===== src/hw/rtl/urt_pkg.sv =====
// ----------------------------------------------------------------------------
// urt_pkg
// Shared constants, types and helpers of the distinct row table.
// ----------------------------------------------------------------------------
package urt_pkg;

  localparam int TableDepth = 256;
  localparam int IdxW       = 8;             // entry index width
  localparam int FillW      = IdxW + 1;      // entry count, 0 .. TableDepth
  localparam int MaxCols    = 8;
  localparam int CodeW      = 8;
  localparam int RowW       = MaxCols * CodeW;
  localparam int HitW       = 16;
  localparam int ColW       = 4;             // num_columns register width

  localparam logic [ColW-1:0]  NumColsRst = ColW'(MaxCols);
  localparam logic [CodeW-1:0] MissingRst = CodeW'(99);

  // configuration register indexes
  localparam logic CfgNumCols = 1'b0;
  localparam logic CfgMissing = 1'b1;

  typedef enum logic {
    OpInsert = 1'b0,
    OpRead   = 1'b1
  } op_e;

  // one item travelling down the cell chain
  typedef struct packed {
    logic             vld;
    op_e              op;
    logic [RowW-1:0]  codes;    // insert row, or the stored row once read
    logic [IdxW-1:0]  rd_idx;
    logic             done;     // matched or claimed a cell
    logic [IdxW-1:0]  idx;
    logic             is_new;
    logic [HitW-1:0]  hits;
  } query_t;

  typedef struct packed {
    logic             vld;
    logic [IdxW-1:0]  entry_index;
    logic             is_new;
    logic             full;
    logic             bad;
    logic [RowW-1:0]  shifted;
    logic [HitW-1:0]  hits;
    logic [FillW-1:0] unique_cnt;
  } result_t;

  // zero acts as one column, values above the maximum as the maximum
  function automatic logic [ColW-1:0] active_cols(input logic [ColW-1:0] n);
    if (n == '0) begin
      return ColW'(1);
    end else if (n > ColW'(MaxCols)) begin
      return ColW'(MaxCols);
    end
    return n;
  endfunction

  function automatic logic [RowW-1:0] col_mask(input logic [ColW-1:0] n);
    logic [RowW-1:0] m;
    m = '0;
    for (int c = 0; c < MaxCols; c++) begin
      if (ColW'(c) < n) begin
        m[c*CodeW +: CodeW] = '1;
      end
    end
    return m;
  endfunction

endpackage


===== src/hw/rtl/urt_cell.sv =====
// ----------------------------------------------------------------------------
// urt_cell
// One table entry: stored row and hit count, with the match, append and read
// logic for the item passing through it. Registers the item for the next cell.
// ----------------------------------------------------------------------------
module urt_cell import urt_pkg::*; (
  input  logic             clk_i,
  input  logic             rst_ni,
  input  logic             adv_i,
  input  logic [IdxW-1:0]  cell_idx_i,
  input  logic [FillW-1:0] fill_i,
  input  logic [RowW-1:0]  mask_i,
  input  query_t           q_i,
  output query_t           q_o,
  output logic             claim_o
);

  logic [RowW-1:0] pat_q;
  logic [HitW-1:0] cnt_q;
  query_t          q_q, q_d;

  logic            ins_open, occupied, hit, claim, rd;
  logic [HitW-1:0] cnt_inc;

  assign ins_open = q_i.vld && (q_i.op == OpInsert) && !q_i.done;
  assign occupied = {1'b0, cell_idx_i} < fill_i;
  assign hit      = ins_open && occupied && ((pat_q & mask_i) == q_i.codes);
  // entries fill in order, so the first free cell is the one at the fill count
  assign claim    = ins_open && ({1'b0, cell_idx_i} == fill_i);
  assign rd       = q_i.vld && (q_i.op == OpRead) && (q_i.rd_idx == cell_idx_i);
  assign cnt_inc  = (&cnt_q) ? cnt_q : cnt_q + HitW'(1);

  always_comb begin
    q_d = q_i;
    if (hit) begin
      q_d.done = 1'b1;
      q_d.idx  = cell_idx_i;
      q_d.hits = cnt_inc;
    end else if (claim) begin
      q_d.done   = 1'b1;
      q_d.idx    = cell_idx_i;
      q_d.is_new = 1'b1;
      q_d.hits   = HitW'(1);
    end else if (rd) begin
      q_d.codes = pat_q;
      q_d.hits  = cnt_q;
    end
  end

  always_ff @(posedge clk_i) begin
    if (adv_i) begin
      if (hit) begin
        cnt_q <= cnt_inc;
      end else if (claim) begin
        pat_q <= q_i.codes;
        cnt_q <= HitW'(1);
      end
    end
  end

  always_ff @(posedge clk_i or negedge rst_ni) begin
    if (!rst_ni) begin
      q_q <= '0;
    end else if (adv_i) begin
      q_q <= q_d;
    end
  end

  assign q_o     = q_q;
  assign claim_o = claim;

endmodule


===== config.mk =====
export PLATFORM = sky130hd
export DESIGN_NAME = urt_cell
export DESIGN_NICKNAME = d
export VERILOG_FILES = /design/src/hw/rtl/urt_pkg.sv /design/src/hw/rtl/urt_cell.sv
export SDC_FILE = /design/constraint.sdc
export NUM_CORES = 1
export LEC_CHECK = 0
export CAP_MARGIN = 10
export CELL_PAD_IN_SITES_DETAIL_PLACEMENT = 1
export CELL_PAD_IN_SITES_GLOBAL_PLACEMENT = 2
export CORE_AREA = 2 2 165 167
export CTS_CLUSTER_DIAMETER = 120
export CTS_CLUSTER_SIZE = 16
export DETAILED_ROUTE_END_ITERATION = 8
export DIE_AREA = 0 0 167 169
export DONT_BUFFER_PORTS = 1
export PLACE_DENSITY_LB_ADDON = 0.12
export SYNTH_ARGS = -nofsm -noshare
export SYNTH_HDL_FRONTEND = slang
export SYNTH_SLANG_ARGS = --single-unit

===== constraint.sdc =====
create_clock -name clk_i -period 3.2 [get_ports clk_i]
set_input_delay 0.64 -clock clk_i [delete_from_list [all_inputs] [get_ports clk_i]]
set_output_delay 0.64 -clock clk_i [all_outputs]
set_load 0.1 [all_outputs]

==> results_dict.tcl <==
set metrics [dict create \
    drive_above_1_share_pct 6.99 \
    post_drt_wl_per_cell_um 22.7 \
    top_layer "met4" \
    crit_chain "inv_1 > ha_1 > nand4_1 > or4_1 > clkinvlp_4 > buf_4" \
    p_per_area_nw_per_um2 599 \
    syn2layout_area_growth_pct 12.0 \
    seqPwrFrac_pct 58.7 \
    post_cts_resized 0 \
    ys.flop_type "dfrtp_1" \
    swShare_pct 36.3 \
    placementRows 60 \
    route.detailed.drc 0 \
    fillers 2945 \
    grt_pass1_vias 7347 \
    slew-limit-headroom_pct 34.3 \
    cts_tree "done" \
    hp-class "input pin to asynchronous set/reset pin" \
    dp_hpwl_um 20000 \
    grt-ovfl-total 0 \
    vias_per_cell 5.47 \
    die_h_um 169 \
    core_um2 26500 \
    routedLengthMet1_um 11200 \
    clk_pin_slew_ps 80 \
    post_cts.repair.setup_buffers 0 \
    p_int_w 0.00378 \
    hold_violations 0 \
    ant_nets 0 \
    rsz0062_at_grt "false" \
    irDropWorstVdd_v 0.000323 \
    drv_slew 0 \
    startpoint_type "input pin" \
    portBuffers 0 \
    synthCells 903 \
    path_max_fanout 2 \
    cts.path.max_buffers 2 \
    cts.sinks 180 \
    cts_max_level 4 \
    p_sw_w 0.00216 \
    pwr-share-comb_pct 5.2 \
    outcome "completed" \
    cp-end-kind "output port" \
    seq_area_frac_synth_pct 55.4 \
    slowest_delay_ps 590 \
    synth_edf_count 80 \
    insertion_delay_ps 430 \
    cts_buffers 17 \
    gp_congestion 0.780 \
    synth_async_sr_flop_share_pct 55.6 \
    setup_violations 0 \
    wl_um 28200 \
    grt.total_usage_pct 20.0 \
    syn-num-nets 1096 \
    first_pass_iters 4 \
    root_buffer "clkbuf_16" \
    cpMaxStageDelayCell "or4_1" \
    min_period_over_period_pct 85.9 \
    grt_pass1_wl_um 43700 \
    period_needed_ps 2750 \
    first_iter_violations 357 \
    p_leak_nw 3.97 \
    routed-wl-met2_um 13500 \
    hold_ws_ps 147 \
    synth-seq-cells 180 \
    tightest_slew_ps 986 \
    max_freq_mhz 364 \
    yosys_warnings 0 \
    drv_cap 0 \
    crit_type "input pin to output port" \
    path_buf_inv 3 \
    syn_area_per_cell_um2 9.80 \
    cp.required_ps 2560 \
    die_w_um 167 \
    io_pins 285 \
    finClkSkew_ps 19.1 \
    cp_top_family "simple AND/OR/NAND/NOR gates" \
    grt_max_degree 193 \
    dr_total_vias 6804 \
    syn_area_um2 8850 \
    clkPwrFrac_pct 36.1 \
    ys_types 43 \
    start_util_pct 33.4 \
    setup-tns-final_ps 0 \
    antenna_found_initial 0 \
    wl_met3_um 2860 \
    nets 1081 \
    fp.dieArea_um2 28200 \
    crit_arrival_ps 2110 \
]
==> timing repair <==
item | in CTS | in global routing
hold endpoints to repair | 100 | 0
hold buffers | 1 | 0
setup endpoints to repair | 0 | 0
==> placed cells by master, fill, tap and decap left out, drive strengths merged, types with 18 or more instances in the layout <==
| master | synthesis | layout |
|---|---|---|
| and3 | 38 | 38 |
| inv | 11 | 19 |
| nand3 | 29 | 29 |
| a21oi | 21 | 21 |
| xor2 | 31 | 31 |
| o22a | 23 | 23 |
| nor2 | 92 | 92 |
| clkbuf | 42 | 18 |
| o21ai | 19 | 19 |
| edfxtp | 80 | 80 |
| a31oi | 72 | 72 |
| dfrtp | 100 | 100 |
| nand2 | 209 | 209 |
==> area by class of cell <==
cell class                 instances  area [um^2]  share of cell area (%)
clock inverter                    14          161                    1.63
sequential                       180         4900                    49.5
multi-input combinational        662         3720                    37.5
tap                              341          427                    4.30
antenna                            1         2.50                  0.0252
inverter                          11         45.0                   0.454
clock buffer                      18          429                    4.33
timing repair buffer              16          228                    2.30
==> through the flow <==
| step | cell area [um^2] | instances | total power [W] | utilization [%] | setup WS [ps] |
|---|---|---|---|---|---|
| after global placement | 9290 | 1209 | 0.00380 | 35.1 | 99.4 |
| after detailed placement | 9290 | 1209 | 0.00382 | 35.1 | 20.3 |
| final | 9910 | 1243 | 0.00593 | 37.4 | 453 |
| after floorplan | 8860 | 903 | 0.00375 | - | 7.97 |
| after global routing | 9910 | 1242 | 0.00617 | 37.4 | 318 |
| after CTS | 9910 | 1242 | 0.00602 | 37.4 | 433 |
==> routing by layer <==
layer	vias to the layer above	GRT usage [%]
met4	0	5.47
met2	228	33.1
met5	-	0
met3	27	9.14
met1	3370	23.4
li1	3179	-
==> sequential cells by signal, indices dropped and copies added (netlist names) <==
name   flops
cnt_q     16
pat_q     64
q_o      100
==> cell families (layout without fill, tap and decap cells) <==
group / after synthesis / in the layout / share of synthesized area [%]
AND/OR/NAND/NOR: 414 / 414 / 20.7
AO/OA/AOI/OAI: 180 / 180 / 13.7
flip-flops: 180 / 180 / 55.4
buffers and inverters: 61 / 59 / 2.73
XOR/XNOR: 45 / 45 / 4.45
multiplexers: 14 / 14 / 1.73
adder cells (fa/ha/maj): 9 / 9 / 1.27
other: 0 / 1 / 0
==> power groups by stage <==
stage	clock network [W]	registers (W)	logic (W)
after global placement	0	0.00354	0.000269
final	0.00214	0.00348	0.000311
after global routing	0.00232	0.00350	0.000358
after floorplan	0	0.00349	0.000258
after CTS	0.00221	0.00349	0.000321
after detailed placement	0	0.00354	0.000287
==> cell usage after synthesis (all sizes together), types with 7 or more instances <==
| master | number | area [um^2] |
|---|---|---|
| dfrtp | 100 | 2500 |
| and3 | 38 | 243 |
| edfxtp | 80 | 2400 |
| nand4 | 15 | 93.8 |
| inv | 11 | 41.3 |
| o22a | 23 | 201 |
| a21oi | 21 | 105 |
| o21ai | 19 | 95.1 |
| a21o | 11 | 82.6 |
| nand2 | 209 | 785 |
| nand3 | 29 | 145 |
| xor2 | 31 | 272 |
| and3b | 8 | 70.1 |
| a21bo | 7 | 70.1 |
| a21boi | 9 | 67.6 |
| a31oi | 72 | 450 |
| buf | 8 | 42.5 |
| nor2 | 92 | 345 |
| xnor2 | 14 | 123 |
| a211oi | 8 | 60.1 |
| clkbuf | 42 | 158 |
| mux2 | 10 | 113 |
| ha | 9 | 113 |
==> worst paths after layout <==
kind | startpoint | endpoint | slack [ps] | depth (start not counted)
worst min register to register | pat_q[63]$_DFFE_PP_ | q_o[97]$_DFFE_PN0P_ | 560 | 2
worst max register to register | pat_q[52]$_DFFE_PP_ | cnt_q[4]$_SDFFCE_PN0P_ | 510 | 10
worst max-delay path | fill_i[4] | claim_o | 450 | 6
max in group asynchronous | rst_ni | q_o[38]$_DFFE_PN0P_ | 2600 | 1
worst min-delay path | rst_ni | q_o[10]$_DFFE_PN0P_ | 150 | 1
min in group clk_i | q_i[74] | pat_q[40]$_DFFE_PP_ | 290 | 0
No activity file was read; power rests on OpenSTA's default activity.
