[config.mk]
export PLATFORM = sky130hd
export DESIGN_NAME = urt_tail
export DESIGN_NICKNAME = d
export VERILOG_FILES = /design/src/hw/rtl/urt_pkg.sv /design/src/hw/rtl/urt_tail.sv
export SDC_FILE = /design/constraint.sdc
export NUM_CORES = 1
export LEC_CHECK = 0
export BUFFER_PORTS_ARGS = -buffer_cell sky130_fd_sc_hd__buf_2
export CAP_MARGIN = 20
export CORE_UTILIZATION = 40
export CTS_BUF_LIST = sky130_fd_sc_hd__clkbuf_4
export DETAILED_ROUTE_END_ITERATION = 6
export PLACE_DENSITY = 0.68
export SYNTH_ARGS = -nofsm -noshare
export SYNTH_HDL_FRONTEND = slang
export SYNTH_SLANG_ARGS = --single-unit
[constraint.sdc]
create_clock -name clk_i -period 3.26 [get_ports clk_i]
set_clock_uncertainty 0.15 [all_clocks]
set_input_delay 0.978 -clock clk_i [delete_from_list [all_inputs] [get_ports clk_i]]
set_output_delay 0.978 -clock clk_i [all_outputs]
set_load 0.05 [all_outputs]
[src/hw/rtl/urt_pkg.sv]
// ----------------------------------------------------------------------------
// urt_pkg
// Shared constants, types and helpers of the distinct row table.
// ----------------------------------------------------------------------------
package urt_pkg;

  localparam int TableDepth = 256;
  localparam int IdxW       = 8;             // entry index width
  localparam int FillW      = IdxW + 1;      // entry count, 0 .. TableDepth
  localparam int MaxCols    = 8;
  localparam int CodeW      = 8;
  localparam int RowW       = MaxCols * CodeW;
  localparam int HitW       = 16;
  localparam int ColW       = 4;             // num_columns register width

  localparam logic [ColW-1:0]  NumColsRst = ColW'(MaxCols);
  localparam logic [CodeW-1:0] MissingRst = CodeW'(99);

  // configuration register indexes
  localparam logic CfgNumCols = 1'b0;
  localparam logic CfgMissing = 1'b1;

  typedef enum logic {
    OpInsert = 1'b0,
    OpRead   = 1'b1
  } op_e;

  // one item travelling down the cell chain
  typedef struct packed {
    logic             vld;
    op_e              op;
    logic [RowW-1:0]  codes;    // insert row, or the stored row once read
    logic [IdxW-1:0]  rd_idx;
    logic             done;     // matched or claimed a cell
    logic [IdxW-1:0]  idx;
    logic             is_new;
    logic [HitW-1:0]  hits;
  } query_t;

  typedef struct packed {
    logic             vld;
    logic [IdxW-1:0]  entry_index;
    logic             is_new;
    logic             full;
    logic             bad;
    logic [RowW-1:0]  shifted;
    logic [HitW-1:0]  hits;
    logic [FillW-1:0] unique_cnt;
  } result_t;

  // zero acts as one column, values above the maximum as the maximum
  function automatic logic [ColW-1:0] active_cols(input logic [ColW-1:0] n);
    if (n == '0) begin
      return ColW'(1);
    end else if (n > ColW'(MaxCols)) begin
      return ColW'(MaxCols);
    end
    return n;
  endfunction

  function automatic logic [RowW-1:0] col_mask(input logic [ColW-1:0] n);
    logic [RowW-1:0] m;
    m = '0;
    for (int c = 0; c < MaxCols; c++) begin
      if (ColW'(c) < n) begin
        m[c*CodeW +: CodeW] = '1;
      end
    end
    return m;
  endfunction

endpackage

[src/hw/rtl/urt_tail.sv]
// ----------------------------------------------------------------------------
// urt_tail
// End of the cell chain: column minimum tracking, entry count, the shift of
// read rows and the result register.
// ----------------------------------------------------------------------------
module urt_tail import urt_pkg::*; (
  input  logic             clk_i,
  input  logic             rst_ni,
  input  logic             adv_i,
  input  logic [ColW-1:0]  ncols_i,
  input  logic [CodeW-1:0] missing_i,
  input  query_t           q_i,
  output result_t          res_o
);

  logic [CodeW-1:0] min_q [MaxCols];
  logic [CodeW-1:0] min_d [MaxCols];
  logic [MaxCols-1:0] seen_q, seen_d;
  logic [FillW-1:0]   entry_q, entry_d;
  result_t            res_q, res_d;
  logic               commit_new;
  logic [CodeW-1:0]   b;

  assign commit_new = adv_i && q_i.vld && (q_i.op == OpInsert) && q_i.done && q_i.is_new;

  always_comb begin
    res_d            = '0;
    res_d.vld        = q_i.vld;
    res_d.unique_cnt = entry_q;
    b                = '0;
    unique case (q_i.op)
      OpInsert: begin
        if (q_i.done) begin
          res_d.entry_index = q_i.idx;
          res_d.is_new      = q_i.is_new;
          res_d.hits        = q_i.hits;
          if (q_i.is_new) begin
            res_d.unique_cnt = entry_q + FillW'(1);
          end
        end else begin
          res_d.full = 1'b1;
        end
      end
      OpRead: begin
        res_d.entry_index = q_i.rd_idx;
        if ({1'b0, q_i.rd_idx} >= entry_q) begin
          res_d.bad = 1'b1;
        end else begin
          res_d.hits = q_i.hits;
          for (int c = 0; c < MaxCols; c++) begin
            b = q_i.codes[c*CodeW +: CodeW];
            if (ColW'(c) < ncols_i) begin
              if (b != missing_i && seen_q[c]) begin
                res_d.shifted[c*CodeW +: CodeW] = b - min_q[c];
              end else begin
                res_d.shifted[c*CodeW +: CodeW] = b;
              end
            end
          end
        end
      end
      default: res_d.vld = q_i.vld;
    endcase
  end

  // minimum over stored rows, missing codes left out
  always_comb begin
    min_d   = min_q;
    seen_d  = seen_q;
    entry_d = entry_q;
    if (commit_new) begin
      entry_d = entry_q + FillW'(1);
      for (int c = 0; c < MaxCols; c++) begin
        if (ColW'(c) < ncols_i
            && q_i.codes[c*CodeW +: CodeW] != missing_i
            && (!seen_q[c]
                || $signed(q_i.codes[c*CodeW +: CodeW]) < $signed(min_q[c]))) begin
          min_d[c]  = q_i.codes[c*CodeW +: CodeW];
          seen_d[c] = 1'b1;
        end
      end
    end
  end

  always_ff @(posedge clk_i or negedge rst_ni) begin
    if (!rst_ni) begin
      for (int c = 0; c < MaxCols; c++) begin
        min_q[c] <= '0;
      end
      seen_q  <= '0;
      entry_q <= '0;
      res_q   <= '0;
    end else begin
      min_q   <= min_d;
      seen_q  <= seen_d;
      entry_q <= entry_d;
      if (adv_i) begin
        res_q <= res_d;
      end
    end
  end

  assign res_o = res_q;

endmodule

==> results of run 1 <==
worst max-delay path: stages:
cell and delay [ps]:
buf_2 100, inv_1 50, ha_1 190, fa_1 210, nand2b_1 150, a21oi_1 100
o31a_1 250, or4b_1 530, a31oi_4 370, mux2_2 380
power groups by stage:
stage | combinational [mW] | sequential (mW) | clock, mW
floorplan | 2.23 | 3.32 | 0
global placement | 3.73 | 2.94 | 0
detailed placement | 3.81 | 2.95 | 0
CTS | 3.84 | 2.91 | 1.43
global route | 4.23 | 2.96 | 1.51
finish | 3.82 | 2.91 | 1.37
synthesized netlist by cell type (all sizes together) (3+ instances only):
cell type and number:
xor2 44, nor4 6, o2bb2ai 56, nand3 15, a21o 5, nor2b 9
o21a 18, a221oi 10, clkbuf 26, or4b 7, nor2 80, or3 3
o31a 16, xnor2 62, nand2b 33, a211oi 18, fa 8, dfrtp 182
a2bb2oi 8, o22ai 5, o21ai 35, mux2 61, nand2 30, a22o 16
a31oi 11, o31ai 9, a21oi 65, ha 73, inv 94, buf 12
nor3 11, and3 6, mux2i 21, o2111ai 3, nand4 12
stage by stage:
stage / power, mW / hold slack (ps) / setup TNS [ps]
2_1_floorplan: 5.55 / 322 / -311
3_3_place_gp: 6.67 / 316 / -13110
3_5_place_dp: 6.76 / 318 / -16420
4_1_cts: 8.18 / 146 / 0
5_1_grt: 8.71 / 151 / 0
6_report: 8.11 / 173 / 0
routing by layer:
metal | GRT usage | share of wire | vias to the layer above
met5 | 0 | 0.0011 | -
met4 | 0.0584 | 0.015 | 6
met3 | 0.0431 | 0.047 | 32
met2 | 0.378 | 0.47 | 236
met1 | 0.291 | 0.46 | 4587
li1 | - | - | 4609
final cells by class:
type,count,area share
Inverter,94,0.0264
Multi-Input combinational cell,778,0.439
Timing Repair Buffer,365,0.161
Clock inverter,15,0.0125
Tap cell,378,0.0331
Antenna cell,4,0.000700
Sequential cell,182,0.318
Clock buffer,17,0.00892
worst max-delay path by stage:
stage	slack, ps	from	end	depth (start not counted)
finish	300	q_i[66]	min_q[24]$_DFFE_PN0P_	10
global route	140	entry_q[6]$_DFFE_PN0P_	res_o[14]$_DFFE_PN0P_	8
CTS	380	q_i[66]	min_q[24]$_DFFE_PN0P_	10
detailed placement	-310	q_i[66]	min_q[24]$_DFFE_PN0P_	10
global placement	-240	q_i[82]	min_q[8]$_DFFE_PN0P_	11
floorplan	-50	q_i[74]	min_q[16]$_DFFE_PN0P_	9
sequential cells by signal (all words and copies together), names as in the netlist:
name,flops
seen_q,8
res_o,101
entry_q,9
min_q,64
logic make-up after synthesis:
group,after synthesis
buf+inv,132
flops,182
mux,82
simple gates,224
xor+xnor,106
compound gates,285
fa+ha+maj,81
==> out/summary.md, run 1 <==
The logs give 11,300 µm² for the total standard cell area after synthesis and 4 for the H-tree depth. The library cell used most frequently in the layout, excluding fill and tap cells, is buf_2. Gates resized during post-CTS repair numbered 0. TritonCTS created 17 clock buffers.

The most used flip-flop cell after synthesis is dfrtp_1. Main combinational cell family by area after synthesis: compound AO/OA/AOI/OAI gates. The logs give 0.471 for the combinational share of power and 0 for the hold violation total from the final report. The length of the first detailed-routing pass in iterations was 4; the post-CTS clock slew at the launch and capture registers of the worst setup and hold paths was 170 ps.

The die outline height is 170 µm, and the global-route usage over all layers is 0.224. In this run, the number of DRC markers left after iteration 0 of detailed routing was 368. The instance area at placement was 14,000 µm².

The count of input and output buffers is 215. Including well taps, the total number of placed cells is 1,797. The later pin in the worst-skew pair is clocked with a latency of 610 ps. The average detailed-routed wire length per instance is 17.2 µm. The worst register-to-register path has a setup slack of 390 ps.

The via count of the first global-routing pass is 9,553, and the post-detailed-route via-to-cell ratio is 5.17. The worst path meets setup with 298 ps of slack. The tools report the first-pass GRT wire length as 50.1 mm. The adder-cell share of the synthesized area came out at 0.0953. In this run the mean area of a mapped cell was 10.3 µm². The tools report the sequential element share of the synthesized area as 0.404.

The simple-gate portion of the synthesized area was 0.104. The post-synthesis cell type count came out at 59. In the layout the commonest cells are 214 x buf_2, 182 x dfrtp_1, 143 x buf_4, 91 x inv_1, 80 x nor2_1.

Sorting the synthesized cells by area gives the leading types as dfrtp_1 40%, ha_1 8.1%, mux2_2 6.1%, xnor2_1 4.8%, o2bb2ai_1 4.4%. Setup repair after global routing left no endpoint under its margin. The tools report the design internal power as 4.79 mW.

The run gives 0.359 as the part of the power in registers. The run gives 4550 µm² as the sequential standard cell area. TritonCTS built the clock tree. Fill cells in the final layout number 2,564. The post-cts hold buffer count is 0.

Top achievable clock speed: 338 MHz. Routability-driven placement finished with a final weighted congestion of 0.902. For this design, the sink count on the clock tree is 182.

The startpoint identified for the worst register-to-register timing path is entry_q[6]$_DFFE_PN0P_. For this run, design rule violations remaining after detail routing come to 0. The final routed wirelength across all metal layers was 31.4 mm; the number of flops mapped to enable cells by yosys was 0. Timing analysis after detailed placement gives a worst setup slack of -312 ps. The worst ir drop on vdd came out at 273 µV. The highest net fanout along the worst path is 8. The endpoint identified for the worst register-to-register timing path is res_o[21]$_DFFE_PN0P_. During I/O placement, the number of pins put on the boundary was 216.

The share of the synthesized area in the top cell type was 0.404. The mux cell area share after synthesis was 0.0797; the largest net degree at the start of global routing was 65. The synthesized instance count is 1,092, and the clock group share of total power is 0.169.

The worst-margin pin slew is 1050 ps. For the number of rows created at floorplan, the log shows 61. When the netlist entered floorplanning its net count stood at 1,288. For the relative slew slack, the log shows 0.300. In the final layout, the multi-input gates occupy 6290 µm².

The number of pins with negative max-slew slack in the final report is 0, and the die extent in x is 170 µm. The run finished with clean final reports. Data arrives at the worst endpoint at 3310 ps.

The tools report the total net switching power as 3.31 mW. In this run the clock root is driven by a clkbuf_4. The worst register-to-register path has a depth of 8. The switching fraction of total power was 0.409. Once layout is complete, the cells apart from fillers number 1,833. Detailed placement finished with a half-perimeter wire length of 24.4 mm. The fraction of synthesis flops using an asynchronous set or reset pin works out to 1.00.

Detailed routing inserted a total of 9,470 vias. The startpoint-to-endpoint class of the critical path was input port to flip-flop. STA puts the critical path data required time at 3610 ps. For this run, the number of Yosys warnings is 0.

The run gives 7 as the number of antenna violations at the first check in global routing. The compound-cell area share of the yosys netlist came out at 0.189. Overall die area: 28,800 µm².

The synthesized design spends more area on one cell type than any other, namely dfrtp_1. The run gives 0 as the reported max-cap violation count. Worst hold-check path type: input port to async pin. The detail route stage leaves a number of antenna-violating nets equal to 0. The startpoint type of the worst setup path is an input port. The finished cells cover 14,300 µm². The share of layout cells above drive strength 1 was 0.332; the leftover overflow at the end of global routing was 0.

The clock passes through at most 2 buffers. The smallest clock period supported by the final layout is computed as 2960 ps. Compared with the post-synthesis result, the final layout area differs by 27.1%. The total area inside the core boundary comes to 27,700 µm². Initial core utilization: 0.406. The share of the cycle needed by the critical path after routing works out to 0.908. For the setup fix buffers added after clock tree synthesis, the log shows 0. At the end of the flow, the number of nets in the layout was 1,634. The run gives 0.516 as the final cell utilization of the core. Setup violations remaining at the end of the flow were counted as 0. The xor and xnor area share after synthesis came out at 0.0825.

The worst setup path is captured at a flip-flop. For this design the ratio of total power to cell area is 566 nW/µm². Counting flops and latches in the post-synthesis netlist gives 182. The static power due to leakage was 6.86 nW.
(Power assumes the default switching activity.)
==> inputs of run 2 (changes only) <==
- ABC_AREA: default -> 1
- PLACE_DENSITY: 0.68 -> 0.71
==> out/summary.md, run 2 <==
The run gives 33 (-44%) as the post-synthesis cell type count. The top achievable clock speed is 393 MHz (+16%), and the compound-cell area share of the yosys netlist is 0.0592 (-0.130). The run finished with clean final reports.

Total nets after synthesis: 2,180 (+69%). The tools report the start point of the critical path as q_i[74]. The biggest area contributor in the post-synthesis netlist is dfrtp_1. The worst-margin pin slew is 579 ps (-468 ps). TritonCTS built the clock tree.

For the total standard cell area after synthesis, the log shows 13,000 µm² (+16%). The tools report the final routed wirelength across all metal layers as 38.5 mm (+22%). The tools report the latest clock arrival within the worst-skew pair as 620 ps (about the same). The library cell used as clock root buffer was clkbuf_4. The number of gates given a new drive strength after cts was 0 (unchanged). Leading cell type in the layout, fill and taps excluded: nand2_1. The run gives 0 (unchanged) as the DRC violation count after routing.

The post-synthesis area per instance is 6.57 µm² (-36%), and the count of input and output buffers is 215 (unchanged). The share of the cycle needed by the critical path after routing is 0.780 (-0.129). In this run the worst hold path is classified as input port to async pin. The final critical delay including setup and external delays is 2540 ps (-419 ps), and the count of vias placed by the detailed router is 12,900 (+37%). The tools report the placement-stage worst setup slack as 76.9 ps (+389 ps). Setup repair after global routing left no endpoint under its margin. The number of flops mapped to enable cells by yosys came out at 0 (unchanged). Ranked by instance count, the synthesized netlist is headed by 897 x nand2_1, 291 x inv_1, 182 x dfrtp_1. The tools report the hold violation total from the final report as 0 (unchanged). The flip-flop count of the largest register after layout works out to 101 (unchanged). The startpoint type of the worst setup path was an input port.

The logs give 2930 ps (-380 ps) for the arrival time at the worst endpoint and 4 (unchanged) for the H-tree depth. The post-cts hold buffer count is 0 (unchanged). The tools report the source of the worst register-to-register timing path as min_q[16]$_DFFE_PN0P_.

The critical path is of the input port to flip-flop type. Leaving out fill and tap cells, the most frequent cells in the layout are 897 x nand2_1, 291 x inv_1, 214 x buf_2, 182 x dfrtp_1, 113 x nand3_1. The area growth from synthesis to layout is 15.3%. Via count of the first global-routing pass: 12,200 (+27%). The cell area power density is 491 nW/µm² (-13%), and the clock sink count is 182 (unchanged). The tools report the number of nets with antenna violations after routing as 0 (unchanged).

The die extent in x came out at 182 µm (+7.5%). By area, the combinational part of the netlist is dominated by simple AND/OR/NAND/NOR gates. The global-route usage over all layers is 0.234 (+0.0100). The worst register-to-register path ends at min_q[19]$_DFFE_PN0P_.

The logs give 65 (unchanged) for the largest net degree at the start of global routing and 33,300 µm² (+16%) for the overall die area. The core region area came out at 31,800 µm² (+15%). The mux cell area share after synthesis works out to 0 (-0.0797). The data required time at the worst endpoint came out at 3650 ps (+40 ps). The worst reg2reg path depth was 11 (+3); the setup TNS after final layout was 0 ps (unchanged).

The run gives 9 (+2) as the number of antenna violations at the first check in global routing. The simple-gate portion of the synthesized area is 0.375 (+0.272), and the post-layout worst setup margin is 718 ps (+419 ps). For the total number of nets in the final design, the log shows 2,406 (+47%).

The die outline height is 182 µm (+7.5%). The number of pins with negative max-slew slack in the final report was 0 (unchanged); the synthesis-stage register bit count was 182 (unchanged). The I/O pin count is 216 (unchanged), and the post-detailed-route via-to-cell ratio is 4.86 (-6.0%). The highest net fanout along the worst path came out at 17 (+9). The run gives 0 (unchanged) as the setup fix buffers added after clock tree synthesis. The tools report the worst ir drop on vdd as 287 µV (+5.0%). The relative slew slack came out at 0.614 (+0.314). The number of synthesis warnings is 0 (unchanged), and the fraction of synthesis flops using an asynchronous set or reset pin is 1.00 (unchanged). The tools report the last weighted congestion value of the routability-driven placer as 0.939 (+4.1%). The tools report the number of clock buffers inserted by TritonCTS as 17 (unchanged). The number of buffers on the longest clock path was 2 (unchanged).

The sequential element share of the synthesized area came out at 0.350 (-0.0549). First-pass GRT wire length: 61.1 mm (+22%). The average detailed-routed wire length per instance came out at 14.4 µm (-16%). The tools report the number of violations reported at the end of detailed-routing iteration 0 as 933 (+150%). The run gives 65 (+6.6%) as the number of rows created at floorplan. The xor and xnor area share after synthesis was 0.0269 (-0.0556).

The adder-cell share of the synthesized area came out at 0.0824 (-0.0129). The length of the first detailed-routing pass in iterations is 5 (+1). Total of endpoints with negative setup slack in the final report: 0 (unchanged).

The run gives 0 (unchanged) as the reported max-cap violation count. The share of the synthesized area in the top cell type is 0.350 (-0.0549). For this run, the leading register cell type out of synthesis is dfrtp_1. The static power due to leakage is 8.84 nW (+29%). The post-CTS clock slew at the launch and capture registers of the worst setup and hold paths works out to 180 ps (about the same).

The HPWL after detailed placement came out at 29.5 mm (+21%). Sorting the synthesized cells by area gives the leading types as dfrtp_1 35%, nand2_1 26%, inv_1 8.4%, ha_1 7.0%, nand3_1 4.3%. The most instantiated library cell after synthesis was nand2_1. The flop-to-flop setup slack was 890 ps (+500 ps); the leftover overflow at the end of global routing was 0 (unchanged). The tools report the synthesized instance count as 1,984 (+82%).

The share of layout cells above drive strength 1 is 0.143 (-0.190). Initial core utilization: 0.410 (+0.00328). STA classifies the critical path endpoint as a flip-flop.
[run 2: worst max path at each step]
stage | to | slack [ps] | cells after the start
2_1_floorplan | min_q[22]$_DFFE_PN0P_ | 480 | 13
3_3_place_gp | min_q[16]$_DFFE_PN0P_ | 110 | 13
3_5_place_dp | min_q[19]$_DFFE_PN0P_ | 80 | 13
4_1_cts | min_q[19]$_DFFE_PN0P_ | 750 | 13
5_1_grt | min_q[19]$_DFFE_PN0P_ | 600 | 13
6_report | min_q[19]$_DFFE_PN0P_ | 720 | 13
[run 2: cell families after synthesis]
family	count (synthesis)
flip-flops	182
buffers and inverters	341
XOR/XNOR	40
AND/OR/NAND/NOR	1199
adder cells (fa/ha/maj)	81
AO/OA/AOI/OAI	141
[run 2: area by class of cell]
type / count / area (µm²)
Antenna cell: 6 / 15.0
Clock buffer: 17 / 128
Clock inverter: 15 / 166
Fill cell: 3303 / 16800
Inverter: 301 / 1140
Multi-Input combinational cell: 1461 / 7090
Sequential cell: 182 / 4550
Tap cell: 435 / 544
Timing Repair Buffer: 247 / 1390
[run 2: report_power, final]
group	internal, mW	switching, mW
logic	1.05	2.18
registers	2.59	0.211
clock network	0.414	0.926
total	4.05	3.31
[run 2: worst max-delay path, stage by stage]
cell      delay, ps
buf_2           120
inv_1            80
ha_1            230
fa_1            410
o21ai_0         240
nand3b_1        130
nand2_1         100
nand2_1          50
nand2_1          50
nand2_1          60
nand2_2         290
nand2_1         130
o21ai_2          80
[run 2: metal layers]
metal	vias up	global-route usage	routed length, µm
met5	-	0	39
met4	6	0.101	1300
met3	73	0.0409	2460
met2	391	0.383	17300
met1	5871	0.302	17400
li1	6593	-	-
[run 2: stage by stage]
stage | power (mW) | utilization | instance area [µm²] | hold slack [ps] | std cells
2_1_floorplan | 5.19 | - | 13000 | 303 | 1984
3_3_place_gp | 5.99 | 0.463 | 14700 | 305 | 2626
3_5_place_dp | 6.06 | 0.463 | 14700 | 310 | 2626
4_1_cts | 7.42 | 0.472 | 15000 | 169 | 2658
5_1_grt | 7.93 | 0.472 | 15000 | 184 | 2663
6_report | 7.37 | 0.472 | 15000 | 175 | 2664
